## config.mk

```make
export PLATFORM = sky130hd
export DESIGN_NAME = suis_ctrl
export DESIGN_NICKNAME = d
export VERILOG_FILES = /design/src/hw/rtl/suis_pkg.sv /design/src/hw/rtl/suis_ctrl.sv
export SDC_FILE = /design/constraint.sdc
export NUM_CORES = 1
export LEC_CHECK = 0
export BUFFER_PORTS_ARGS = -buffer_cell sky130_fd_sc_hd__buf_2
export CORE_MARGIN = 2
export CORE_UTILIZATION = 53
export CTS_CLUSTER_DIAMETER = 80
export DETAILED_ROUTE_END_ITERATION = 16
export PLACE_DENSITY = 0.82
export SLEW_MARGIN = 25
export SYNTH_ARGS = -nofsm -noshare
export SYNTH_HDL_FRONTEND = slang
export SYNTH_SLANG_ARGS = --single-unit
```

## constraint.sdc

```tcl
create_clock -name i_clk -period 3.39 [get_ports i_clk]
set_input_delay 0.1695 -clock i_clk [delete_from_list [all_inputs] [get_ports i_clk]]
set_output_delay 0.1695 -clock i_clk [all_outputs]
set_load 0.005 [all_outputs]
```

## src/hw/rtl/suis_pkg.sv

```systemverilog
package suis_pkg;

    // List size and derived widths
    localparam int CAPACITY = 256;
    localparam int ADDR_W   = $clog2(CAPACITY);
    localparam int CNT_W    = $clog2(CAPACITY + 1);

    // Fixed field widths
    localparam int ACT_W = 2;
    localparam int VAL_W = 32;
    localparam int IDX_W = 8;
    localparam int ST_W  = 2;
    localparam int POS_W = 8;
    localparam int EC_W  = 9;

    // Request actions (code 3 is unused and ignored)
    typedef enum logic [ACT_W-1:0] {
        ACT_CLEAR  = 2'd0,
        ACT_INSERT = 2'd1,
        ACT_READ   = 2'd2
    } t_action;

    // Response status codes
    typedef enum logic [ST_W-1:0] {
        ST_OK    = 2'd0,
        ST_DUP   = 2'd1,
        ST_FULL  = 2'd2,
        ST_RANGE = 2'd3
    } t_status;

    // Which response the datapath builds
    typedef enum logic [2:0] {
        RES_CLEAR = 3'd0,
        RES_DUP   = 3'd1,
        RES_FULL  = 3'd2,
        RES_INS   = 3'd3,
        RES_READ  = 3'd4,
        RES_RANGE = 3'd5,
        RES_NOP   = 3'd6
    } t_res_kind;

    // Controller -> datapath commands
    typedef struct packed {
        logic      take_req;   // latch request, start search window
        logic      clear;      // empty the list
        logic      srch_rd;    // read entry at window midpoint
        logic      srch_cmp;   // narrow window from compare
        logic      shift_init; // start shift from top of list
        logic      shift_step; // move one entry up, or drop value in
        logic      rd_issue;   // read entry at request index
        logic      res_load;   // load response register
        t_res_kind res_kind;
    } t_dp_cmd;

    // Datapath -> controller status
    typedef struct packed {
        logic [ACT_W-1:0] action;
        logic             lo_lt_hi;
        logic             match;
        logic             full;
        logic             shift_more;
        logic             shift_pend;
        logic             idx_ok;
        logic             out_free;
    } t_dp_sts;

endpackage

```

## src/hw/rtl/suis_ctrl.sv

```systemverilog
module suis_ctrl (
    input  logic              i_clk,
    input  logic              i_rst_n,
    input  logic              i_req_valid,
    output logic              o_req_ready,
    input  suis_pkg::t_dp_sts i_sts,
    output suis_pkg::t_dp_cmd o_cmd
);

    typedef enum logic [6:0] {
        S_IDLE   = 7'b0000001,
        S_DECODE = 7'b0000010,
        S_SRCH   = 7'b0000100,
        S_CMP    = 7'b0001000,
        S_SHIFT  = 7'b0010000,
        S_RDWAIT = 7'b0100000,
        S_DONE   = 7'b1000000
    } t_state;

    t_state              r_state, n_state;
    suis_pkg::t_res_kind r_kind, n_kind;

    assign o_req_ready = r_state == S_IDLE;

    // next state and commands
    always_comb begin
        n_state        = r_state;
        n_kind         = r_kind;
        o_cmd          = '0;
        o_cmd.res_kind = r_kind;

        unique case (r_state)
            S_IDLE: begin
                if (i_req_valid) begin
                    o_cmd.take_req = 1'b1;
                    n_state        = S_DECODE;
                end
            end
            S_DECODE: begin
                unique case (i_sts.action)
                    suis_pkg::ACT_CLEAR: begin
                        o_cmd.clear = 1'b1;
                        n_kind      = suis_pkg::RES_CLEAR;
                        n_state     = S_DONE;
                    end
                    suis_pkg::ACT_INSERT: begin
                        n_state = S_SRCH;
                    end
                    suis_pkg::ACT_READ: begin
                        if (i_sts.idx_ok) begin
                            o_cmd.rd_issue = 1'b1;
                            n_state        = S_RDWAIT;
                        end else begin
                            n_kind  = suis_pkg::RES_RANGE;
                            n_state = S_DONE;
                        end
                    end
                    default: begin
                        n_kind  = suis_pkg::RES_NOP;
                        n_state = S_DONE;
                    end
                endcase
            end
            // window open: probe midpoint; closed: value absent
            S_SRCH: begin
                if (i_sts.lo_lt_hi) begin
                    o_cmd.srch_rd = 1'b1;
                    n_state       = S_CMP;
                end else if (i_sts.full) begin
                    n_kind  = suis_pkg::RES_FULL;
                    n_state = S_DONE;
                end else begin
                    o_cmd.shift_init = 1'b1;
                    n_state          = S_SHIFT;
                end
            end
            S_CMP: begin
                if (i_sts.match) begin
                    n_kind  = suis_pkg::RES_DUP;
                    n_state = S_DONE;
                end else begin
                    o_cmd.srch_cmp = 1'b1;
                    n_state        = S_SRCH;
                end
            end
            // last step writes the new value once the shift has drained
            S_SHIFT: begin
                o_cmd.shift_step = 1'b1;
                if (!i_sts.shift_more && !i_sts.shift_pend) begin
                    n_kind  = suis_pkg::RES_INS;
                    n_state = S_DONE;
                end
            end
            S_RDWAIT: begin
                n_kind  = suis_pkg::RES_READ;
                n_state = S_DONE;
            end
            S_DONE: begin
                if (i_sts.out_free) begin
                    o_cmd.res_load = 1'b1;
                    n_state        = S_IDLE;
                end
            end
            default: begin
                n_state = S_IDLE;
            end
        endcase
    end

    always_ff @(posedge i_clk) begin
        if (!i_rst_n) begin
            r_state <= S_IDLE;
            r_kind  <= suis_pkg::RES_NOP;
        end else begin
            r_state <= n_state;
            r_kind  <= n_kind;
        end
    end

endmodule

```

# Yosys cells after proc, flatten, opt, wreduce, memory -nomap -nowiden
# Index checks and enable logic that the tools add are counted.
totals:
  regBits: 10
  in_bits: 12
  output_inout_bits: 12
  wordCells: 59
classes:
  eq_ne: 17
  mux: 33
  reduce_logical: 7
op_table:
  columns: ["operator", "count"]
  rows:
  - ["2-to-1 mux 7 bit", 7]
  - ["case mux 7 bit (7 select lines)", 1]
  - ["2-to-1 mux 1 bit", 17]
  - ["2-to-1 mux 3 bit", 5]
  - ["case mux 3 bit (5 select lines)", 1]
  - ["inequality test 2 bit, second input constant", 7]
  - ["case mux 7 bit (2 select lines)", 1]
  - ["case mux 3 bit (3 select lines)", 1]
  - ["equality test 7 x 1 -> 1 bit, second input constant", 1]
  - ["equality test 7 x 2 -> 1 bit, second input constant", 1]
  - ["equality test 7 x 3 -> 1 bit, second input constant", 1]
  - ["equality test 7 x 4 -> 1 bit, second input constant", 1]
  - ["equality test 7 x 5 -> 1 bit, second input constant", 1]
  - ["equality test 7 x 6 -> 1 bit, second input constant", 1]
  - ["equality test 7 bit, second input constant", 1]
  - ["AND reduction 7 bit", 1]
  - ["nonzero test 5 bit", 1]
  - ["inequality test 3 bit, second input constant", 1]
  - ["AND reduction 3 bit", 1]
  - ["equality test 2 x 1 -> 1 bit, second input constant", 1]
  - ["equality test 2 bit, second input constant", 1]
  - ["zero test 1 bit", 2]
  - ["zero test 2 bit", 1]
  - ["logical AND 1 bit", 1]

# Depth between registers and ports, before layout
# Gate-level depths: netlist of the first run.
depth:
  ltp_word: 4
  depth_mapped: 7
  mapped_depth_nobuf: 6

# Least setup slack after synthesis of the first run
# Ideal clock, no wire load.
synth_timing:
  path_type: "flip-flop to flip-flop"
  startpoint: "register r_state[4]"
  endpoint: "register r_kind[2]"
  setup_ps: 129
  arrival_ps: 1704
  required_time_ps: 3261
  slack_ps: 1557
  path_stages_with_launch: 8
  path_buffers: 1
  period_less_slack_ps: 1833
  cell_sequence: "dfxtp_1 > buf_6 > nor3b_4 > o31ai_1 > and2_1 > or3_1 > a2111oi_0 > o21ai_1"
synth_between:
  elab_chain_len: 3
  elab_cells_between_ends: 14
  cone_classes: "11 x eq/ne; 1 x mux; 2 x reduce/logical"
synth_lines:
  columns: ["item", "line_no", "text"]
  rows:
  - ["start: declaration", "suis_ctrl.sv:20", "t_state r_state, n_state;"]
  - ["start signal: assignment", "suis_ctrl.sv:115", "r_state <= n_state;"]
  - ["equality test 7 x 2 -> 1 bit, or another cell as far along", "suis_ctrl.sv:32", "unique case (r_state)"]
  - ["inequality test 3 bit (no source line), or another cell as far along", null, null]
  - ["AND reduction 7 bit (no source line)", null, null]
  - ["end signal: assignment", "suis_ctrl.sv:113", "r_kind <= suis_pkg::RES_NOP;"]
  - ["end signal: assignment", "suis_ctrl.sv:116", "r_kind <= n_kind;"]
  - ["end: declaration", "suis_ctrl.sv:21", "suis_pkg::t_res_kind r_kind, n_kind;"]
# Parallel ways exist; a longest one is shown, timed or not.
# A chain may end at the register's enable or synchronous reset.

# Final worst setup path of the first run
layout_timing:
  startpoint: "register r_state[5]"
  endpoint: "register r_kind[2]"
# The elaborated chain is that of the path after synthesis.

==> results of run 1 <==
[per-layer routing]
metal  share of wire (%)  global-route usage (%)  wire [µm]  vias to the layer above
li1                    -                       -          -                      401
met5                   0                       0          0                        -
met1                  43                    32.7        868                      375
met3                 5.4                    4.74        109                       11
met4                 3.2                    10.6         65                        0
met2                  48                    40.9        976                       36
[logic make-up (layout without fill, tap and decap cells)]
kind of cell    count (synthesis)  in the layout  synth area share (%)
simple gates                   50             50                  38.0
compound gates                 24             24                  22.4
buf+inv                        11             32                  8.97
xor+xnor                        4              4                  4.57
flops                          10             10                  26.1
[area by class of cell]
class / count / area share (%)
Multi-Input combinational cell: 78 / 56.1
Sequential cell: 10 / 22.6
Timing Repair Buffer: 23 / 13.0
Clock buffer: 4 / 4.09
Inverter: 5 / 2.12
Tap cell: 15 / 2.12
[registers in the layout (all words and copies together) (netlist names)]
signal and count:
r_state 7, r_kind 3
[cell usage in the layout (no fill, tap or decap), types with 3 or more instances in the layout]
master    count
a21oi_1       5
and2_1        3
buf_2        23
clkbuf_4      3
dfxtp_1      10
inv_1         5
nand2_1       3
nor2_1       14
nor2b_1       4
nor3_1        8
nor3b_1       5
o21ai_0       3
[power groups by stage]
stage / sequential (mW) / combinational [mW] / clock [mW]
final: 0.139 / 0.107 / 0.111
after global routing: 0.141 / 0.119 / 0.118
after CTS: 0.138 / 0.105 / 0.109
after detailed placement: 0.141 / 0.102 / 0
after global placement: 0.139 / 0.100 / 0
after floorplan: 0.133 / 0.0766 / 0
[worst max-delay path, stage by stage, from the launching register on]
cell	delay [ns]
dfxtp_1	0.59
nor3b_1	0.31
o31ai_1	0.10
and2_1	0.19
or3_1	0.38
a2111oi_0	0.50
o21ai_1	0.14
[how the worst max path moves through the flow]
stage,slack [ns],depth (start not counted),to,start
after global placement,1.28,6,r_kind[2],r_state[5]
after detailed placement,1.11,6,r_kind[2],r_state[5]
after CTS,1.05,6,r_kind[2],r_state[5]
final,1.05,6,r_kind[2],r_state[5]
after global routing,0.89,6,r_kind[2],r_state[5]
after floorplan,1.56,7,r_kind[2],r_state[4]
[per-stage QoR]
| step | cells | setup slack, ns | utilization [%] |
|---|---|---|---|
| floorplan | 99 | 1.56 | - |
| global placement | 131 | 1.28 | 63.8 |
| detailed placement | 131 | 1.11 | 63.8 |
| CTS | 135 | 1.05 | 66.5 |
| global route | 135 | 0.894 | 66.5 |
| finish | 135 | 1.05 | 66.5 |
==> flow_metrics.py, run 1 <==
metrics = {
    "run_status": {
        "status": "finished clean",
    },
    "pwr": {
        "intPower_mw": 0.235,
        "p_comb_share_pct": 30.0,
        "clockPowerShare_pct": 31.1,
        "p_sw_share_pct": 33.9,
        "p_total_mw": 0.356,
        "p_sw_mw": 0.121,
        "vdd_drop_max_mv": 0.251,
        "p_leak_nw": 0.383,
        "seqPwrFrac_pct": 39.0,
        "power_per_cell_area_nw_per_um2": 401,
    },
    "placed_design": {
        "gp_congestion": 0.871,
        "dp_hpwl_um": 1490,
        "placed_cell_area_um2": 851,
        "portBuffers": 23,
    },
    "clocking": {
        "cts_resized": 0,
        "post-cts-setup-buffer-count": 0,
        "clk_pin_slew_ns": 0.07,
        "cts_sinks": 10,
        "numCtsBuffers": 3,
        "ctsHoldBuffers": 0,
        "root_buffer": "clkbuf_4",
        "h-tree-depth": 1,
        "cts_max_path_buffers": 2,
        "tritoncts": "yes",
        "clock_latency_ns": 0.27,
    },
    "global_route": {
        "first_global_vias": 754,
        "antenna_found_initial": 0,
        "grt_pass1_wl_um": 3470,
        "grt_max_degree": 13,
        "gr-total-overflow": 0,
        "track_usage_pct": 25.2,
    },
    "sta": {
        "setup_viol": 0,
        "tns_ns": 0,
        "worst_pin_slew_ns": 0.492,
        "fin_skew_ns": 0.000648,
        "relSlewSlack_pct": 66.3,
        "holdWs_ns": 0.158,
        "hold_viol_final": 0,
        "period_share_pct": 69.0,
        "slew_violations": 0,
        "period_needed_ns": 2.34,
        "fmax_ghz": 0.427,
        "rsz0062_at_grt": "false",
    },
    "layout": {
        "area.growth.synth_to_final_pct": 15.7,
        "fillers": 116,
        "regArea_um2": 200,
        "stdcell_area_um2": 887,
        "multi_input_area_um2": 498,
        "drive_above_1_share_pct": 25.8,
        "fin_nets": 133,
        "diodes": 0,
    },
    "synthesis": {
        "synth_ff_type": "dfxtp_1",
        "yosys.area.top_type": "dfxtp_1",
        "ys_ff_latch": 10,
        "ys_top_cells_by_count": "nor2_1 (14), dfxtp_1 (10), nor3_1 (8)",
        "synth_cell_types": 40,
        "yosysMostFrequentCell": "nor2_1",
        "ys_seq_area_share_pct": 26.1,
        "synth_top_area_share_pct": 26.1,
        "synth_nets": 111,
        "avgSynthCellArea_um2": 7.75,
        "synth_area_leaders": "dfxtp_1 (26%), nor2_1 (6.9%), nor3_1 (5.2%), nor3b_1 (4.9%), a21oi_1 (3.3%)",
        "syn_inst": 99,
        "async_flop_share_pct": 0,
        "yosysWarnings": 0,
        "synth_enable_flop_cells": 0,
        "syn_area_um2": 767,
    },
    "die": {
        "die_w_um": 42.0,
        "start_util_pct": 57.5,
        "io_pins": 24,
        "core_um2": 1330,
        "rows": 13,
        "fp.dieArea_um2": 1770,
        "die_h_um": 42.0,
    },
    "routing": {
        "drt_wl_total_um": 2020,
        "vias_per_cell": 6.10,
        "via_count": 823,
        "firstDrtPassIters": 4,
        "ant_nets": 0,
        "wire_per_inst_um": 15.0,
        "drc": 0,
        "drt-initial-drc-count": 29,
    },
    "worst_hold_path": {
        "hold_path.class": "input port to flop",
        "min_to": "r_kind[2]",
        "min_path_cells": 2,
        "hp-start": "i_rst_n",
    },
    "worst_setup_path": {
        "cp_max_fo": 10,
        "r2r_start": "r_state[5]",
        "r2r_end": "r_kind[2]",
        "worstSetupEndpointType": "flop",
        "critical_path.startpoint_type": "flop",
        "rr_worst_depth": 6,
        "crit_required_ns": 3.53,
        "critPathKind": "flop to flop",
        "critPathArrivalTime_ns": 2.48,
        "reg2reg_slack_ns": 1.05,
    },
    "flow_run": {
        "cap_violations": 0,
    },
}
Power figures use the tool's default switching activity.
==> run 2, diff against run 1 <==
--- a/config.mk
+++ b/config.mk
@@ -7,10 +7,10 @@
 export LEC_CHECK = 0
 export BUFFER_PORTS_ARGS = -buffer_cell sky130_fd_sc_hd__buf_2
 export CORE_MARGIN = 2
-export CORE_UTILIZATION = 53
+export CORE_UTILIZATION = 49
 export CTS_CLUSTER_DIAMETER = 80
 export DETAILED_ROUTE_END_ITERATION = 16
-export PLACE_DENSITY = 0.82
+export PLACE_DENSITY = 0.77
 export SLEW_MARGIN = 25
 export SYNTH_ARGS = -nofsm -noshare
 export SYNTH_HDL_FRONTEND = slang
==> constraint.sdc (replaced) <==
create_clock -name i_clk -period 2.29 [get_ports i_clk]
set_input_delay 0.1145 -clock i_clk [delete_from_list [all_inputs] [get_ports i_clk]]
set_output_delay 0.1145 -clock i_clk [all_outputs]
set_load 0.005 [all_outputs]
==> flow_metrics.py, run 2 (synthesis gave the netlist of run 1 again) <==
metrics = {
    "routing": {
        "firstDrtPassIters": 4,
        "drt-initial-drc-count": 24,
        "drc": 0,
        "ant_nets": 0,
        "drt_wl_total_um": 1800,
        "wire_per_inst_um": 13.3,
        "via_count": 804,
        "vias_per_cell": 5.91,
    },
    "pwr": {
        "clockPowerShare_pct": 25.4,
        "p_sw_mw": 0.167,
        "power_per_cell_area_nw_per_um2": 544,
        "p_leak_nw": 0.381,
        "intPower_mw": 0.313,
        "p_sw_share_pct": 34.8,
        "seqPwrFrac_pct": 42.6,
        "vdd_drop_max_mv": 0.348,
        "p_comb_share_pct": 32.0,
    },
    "clocking": {
        "cts_sinks": 10,
        "clk_pin_slew_ns": 0.06,
        "root_buffer": "clkbuf_4",
        "clock_latency_ns": 0.27,
        "h-tree-depth": 1,
        "numCtsBuffers": 3,
        "post-cts-setup-buffer-count": 0,
        "cts_max_path_buffers": 2,
        "cts_resized": 0,
        "ctsHoldBuffers": 0,
        "tritoncts": "yes",
    },
    "die": {
        "die_h_um": 43.6,
        "start_util_pct": 51.5,
        "core_um2": 1490,
        "io_pins": 24,
        "die_w_um": 43.6,
        "rows": 14,
        "fp.dieArea_um2": 1900,
    },
    "sta": {
        "fin_skew_ns": 0.00359,
        "setup_viol": 0,
        "worst_pin_slew_ns": 0.446,
        "fmax_ghz": 0.462,
        "relSlewSlack_pct": 70.1,
        "slew_violations": 0,
        "hold_viol_final": 0,
        "tns_ns": 0,
        "rsz0062_at_grt": "false",
        "period_needed_ns": 2.16,
        "period_share_pct": 94.5,
    },
    "global_route": {
        "gr-total-overflow": 0,
        "grt_pass1_wl_um": 3170,
        "track_usage_pct": 22.6,
        "grt_max_degree": 13,
        "first_global_vias": 757,
        "antenna_found_initial": 0,
    },
    "worst_setup_path": {
        "critPathArrivalTime_ns": 2.31,
        "crit_required_ns": 2.44,
        "cp_max_fo": 10,
        "rr_worst_depth": 6,
        "critical_path.startpoint_type": "flop",
        "critPathKind": "flop to flop",
        "worstSetupEndpointType": "flop",
    },
    "layout": {
        "reg_top3": "r_state: 7 flops, r_kind: 3 flops",
        "fin_util_pct": 59.2,
        "diodes": 0,
        "fillers": 147,
        "fin_nets": 134,
        "final_common_cell": "buf_2",
        "largest_reg_flops": 7,
        "drive_above_1_share_pct": 25.8,
        "area.growth.synth_to_final_pct": 15.0,
        "stdcell_count": 136,
        "regMostFlops": "r_state",
        "most-common-layout-cells": "buf_2 (23), nor2_1 (14), dfxtp_1 (10), nor3_1 (8)",
    },
    "placed_design": {
        "portBuffers": 23,
        "gp_congestion": 0.925,
        "dp_hpwl_um": 1420,
        "placed_cells": 133,
    },
    "worst_hold_path": {
        "min_path_cells": 2,
        "hold_path.class": "input port to flop",
    },
    "flow_run": {
        "cap_violations": 0,
    },
    "run_status": {
        "status": "finished clean",
    },
}
[run 2: final cells by class]
class                           instances  area [µm²]  area share (%)
Clock buffer                            3        22.5            2.55
Timing Repair Buffer                   24         123            13.9
Inverter                                5        18.8            2.13
Sequential cell                        10         200            22.7
Multi-Input combinational cell         78         498            56.5
Tap cell                               16        20.0            2.27
[run 2: power by group through the flow]
stage                     sequential [mW]  clock, mW  combinational (mW)
after floorplan                     0.197          0               0.113
after global placement              0.206          0               0.149
after detailed placement            0.208          0               0.151
after CTS                           0.204      0.124               0.153
after global routing                0.207      0.131               0.169
final                               0.204      0.122               0.154
[run 2: layer usage]
| layer | track usage [%] | routed length [µm] |
|---|---|---|
| met1 | 28.3 | 822 |
| met2 | 35.6 | 840 |
| met3 | 3.75 | 91 |
| met4 | 14.5 | 48 |
| met5 | 0 | 0 |
[run 2: final timing paths]
| path | startpoint | end | slack [ns] |
|---|---|---|---|
| hold reg to reg | r_kind[0] | r_kind[0] | 0.52 |
| hold / removal | i_rst_n | r_kind[2] | 0.09 |
| setup / recovery | r_state[5] | r_kind[2] | 0.13 |
| setup reg to reg | r_state[5] | r_kind[2] | 0.13 |
[run 2: worst max-delay path, cell delays in order (launching register included)]
cell       delay, ns
dfxtp_1         0.59
nor3b_1         0.29
o31ai_1         0.08
and2_1          0.18
or3_1           0.37
a2111oi_0       0.41
o21ai_1         0.12
[run 2: metrics by stage]
step | instance area [µm²] | setup slack, ns | total power, mW | hold WS [ns]
floorplan | 767 | 0.457 | 0.310 | 0.191
global placement | 860 | 0.219 | 0.356 | 0.359
detailed placement | 860 | 0.162 | 0.358 | 0.367
CTS | 882 | 0.138 | 0.480 | 0.0885
global route | 882 | 0.00665 | 0.507 | 0.101
finish | 882 | 0.126 | 0.480 | 0.0864
==> run 3, diff against run 2 <==
--- a/config.mk
+++ b/config.mk
@@ -8,6 +8,7 @@
 export BUFFER_PORTS_ARGS = -buffer_cell sky130_fd_sc_hd__buf_2
 export CORE_MARGIN = 2
 export CORE_UTILIZATION = 49
+export CTS_BUF_LIST = sky130_fd_sc_hd__clkbuf_16
 export CTS_CLUSTER_DIAMETER = 80
 export DETAILED_ROUTE_END_ITERATION = 16
 export PLACE_DENSITY = 0.77
==> flow_metrics.py, run 3 (synthesis gave the netlist of run 1 again) <==
metrics = {
    "layout": {
        "stdcell_count": 136,
        "fillers": 135,
        "area.growth.synth_to_final_pct": 21.9,
        "fin_nets": 134,
        "regMostFlops": "r_state",
        "largest_reg_flops": 7,
        "drive_above_1_share_pct": 25.8,
        "final_common_cell": "buf_2",
        "most-common-layout-cells": "buf_2 (23), nor2_1 (14), dfxtp_1 (10), nor3_1 (8)",
        "multi_input_area_um2": 498,
        "diodes": 0,
        "regArea_um2": 200,
        "reg_top3": "r_state: 7 flops, r_kind: 3 flops",
        "stdcell_area_um2": 935,
    },
    "routing": {
        "via_count": 814,
        "drt_wl_total_um": 1910,
        "ant_nets": 0,
        "wire_per_inst_um": 14.0,
        "vias_per_cell": 5.99,
        "drt-initial-drc-count": 27,
        "drc": 0,
        "firstDrtPassIters": 4,
    },
    "pwr": {
        "p_sw_share_pct": 28.0,
        "p_comb_share_pct": 23.2,
        "vdd_drop_max_mv": 0.522,
        "seqPwrFrac_pct": 30.9,
        "power_per_cell_area_nw_per_um2": 712,
        "intPower_mw": 0.479,
        "p_sw_mw": 0.186,
        "p_leak_nw": 0.404,
        "clockPowerShare_pct": 45.9,
    },
    "clocking": {
        "tritoncts": "yes",
        "clock_latency_ns": 0.24,
        "cts_max_path_buffers": 2,
        "ctsHoldBuffers": 0,
        "post-cts-setup-buffer-count": 0,
        "root_buffer": "clkbuf_16",
        "numCtsBuffers": 3,
        "cts_sinks": 10,
        "h-tree-depth": 1,
        "clk_pin_slew_ns": 0.04,
        "cts_resized": 0,
    },
    "placed_design": {
        "placed_cell_area_um2": 860,
        "placed_cells": 133,
        "dp_hpwl_um": 1420,
        "gp_congestion": 0.925,
        "portBuffers": 23,
        "dp_slack_ns": 0.162,
    },
    "worst_setup_path": {
        "critical_path.startpoint_type": "flop",
        "critPathTopFamily": "simple AND/OR/NAND/NOR gates",
        "cp_max_fo": 10,
        "path_cells": "nor3b_1, o31ai_1, and2_1, or3_1, a2111oi_0, o21ai_1",
        "crit_slowest_cell": "dfxtp_1",
        "critPathKind": "flop to flop",
        "cpPeakStageDelay_ns": 0.58,
        "worstSetupEndpointType": "flop",
        "critPathArrivalTime_ns": 2.28,
        "crit_required_ns": 2.40,
        "path_buf_inv": 0,
    },
    "die": {
        "io_pins": 24,
        "start_util_pct": 51.5,
        "die_w_um": 43.6,
        "core_um2": 1490,
        "die_h_um": 43.6,
        "rows": 14,
        "fp.dieArea_um2": 1900,
    },
    "global_route": {
        "antenna_found_initial": 0,
        "grt_max_degree": 13,
        "gr-total-overflow": 0,
        "grt_pass1_wl_um": 3240,
        "track_usage_pct": 22.8,
        "first_global_vias": 778,
    },
    "sta": {
        "slew_violations": 0,
        "rsz0062_at_grt": "false",
        "fin_ws_ns": 0.117,
        "fmax_ghz": 0.460,
        "worst_pin_slew_ns": 0.444,
        "tns_ns": 0,
        "hold_viol_final": 0,
        "setup_viol": 0,
        "relSlewSlack_pct": 70.2,
        "period_needed_ns": 2.17,
        "fin_skew_ns": 0.000670,
        "period_share_pct": 94.9,
    },
    "worst_hold_path": {
        "hold_path.class": "input port to flop",
    },
    "run_status": {
        "status": "finished clean",
    },
    "flow_run": {
        "cap_violations": 0,
    },
}
[run 3: path summary, 6_finish.rpt]
kind,startpoint,to,slack (ns),depth (start not counted)
setup / recovery,r_state[5],r_kind[2],0.12,6
hold / removal,i_rst_n,r_state[0],0.13,2
setup reg to reg,r_state[5],r_kind[2],0.12,6
hold reg to reg,r_kind[0],r_kind[0],0.51,2
[run 3: power by group through the flow]
stage               clock (mW)  sequential, mW  combinational [mW]
floorplan                    0           0.197               0.113
global placement             0           0.206               0.149
detailed placement           0           0.208               0.151
CTS                      0.306           0.205               0.153
global route             0.315           0.208               0.169
finish                   0.305           0.205               0.154
[run 3: layout make-up]
cell class	count	area share (%)
inverter	5	2.01
clock buffer	3	8.03
sequential	10	21.4
multi-input combinational	78	53.3
timing repair buffer	24	13.1
tap	16	2.14
[run 3: per-layer routing]
layer	wire length, µm	vias up	GRT usage [%]	part of all wire (%)
li1	-	404	-	-
met1	848	378	28.8	44
met2	894	26	36.5	47
met3	126	6	5.00	6.6
met4	40	0	10.9	2.1
met5	0	-	0	0
[run 3: metrics by stage]
stage	total power [mW]	hold WS [ns]	utilization, %
after floorplan	0.310	0.191	-
after global placement	0.356	0.359	57.7
after detailed placement	0.358	0.367	57.7
after CTS	0.664	0.123	62.8
after global routing	0.692	0.140	62.8
final	0.665	0.130	62.8
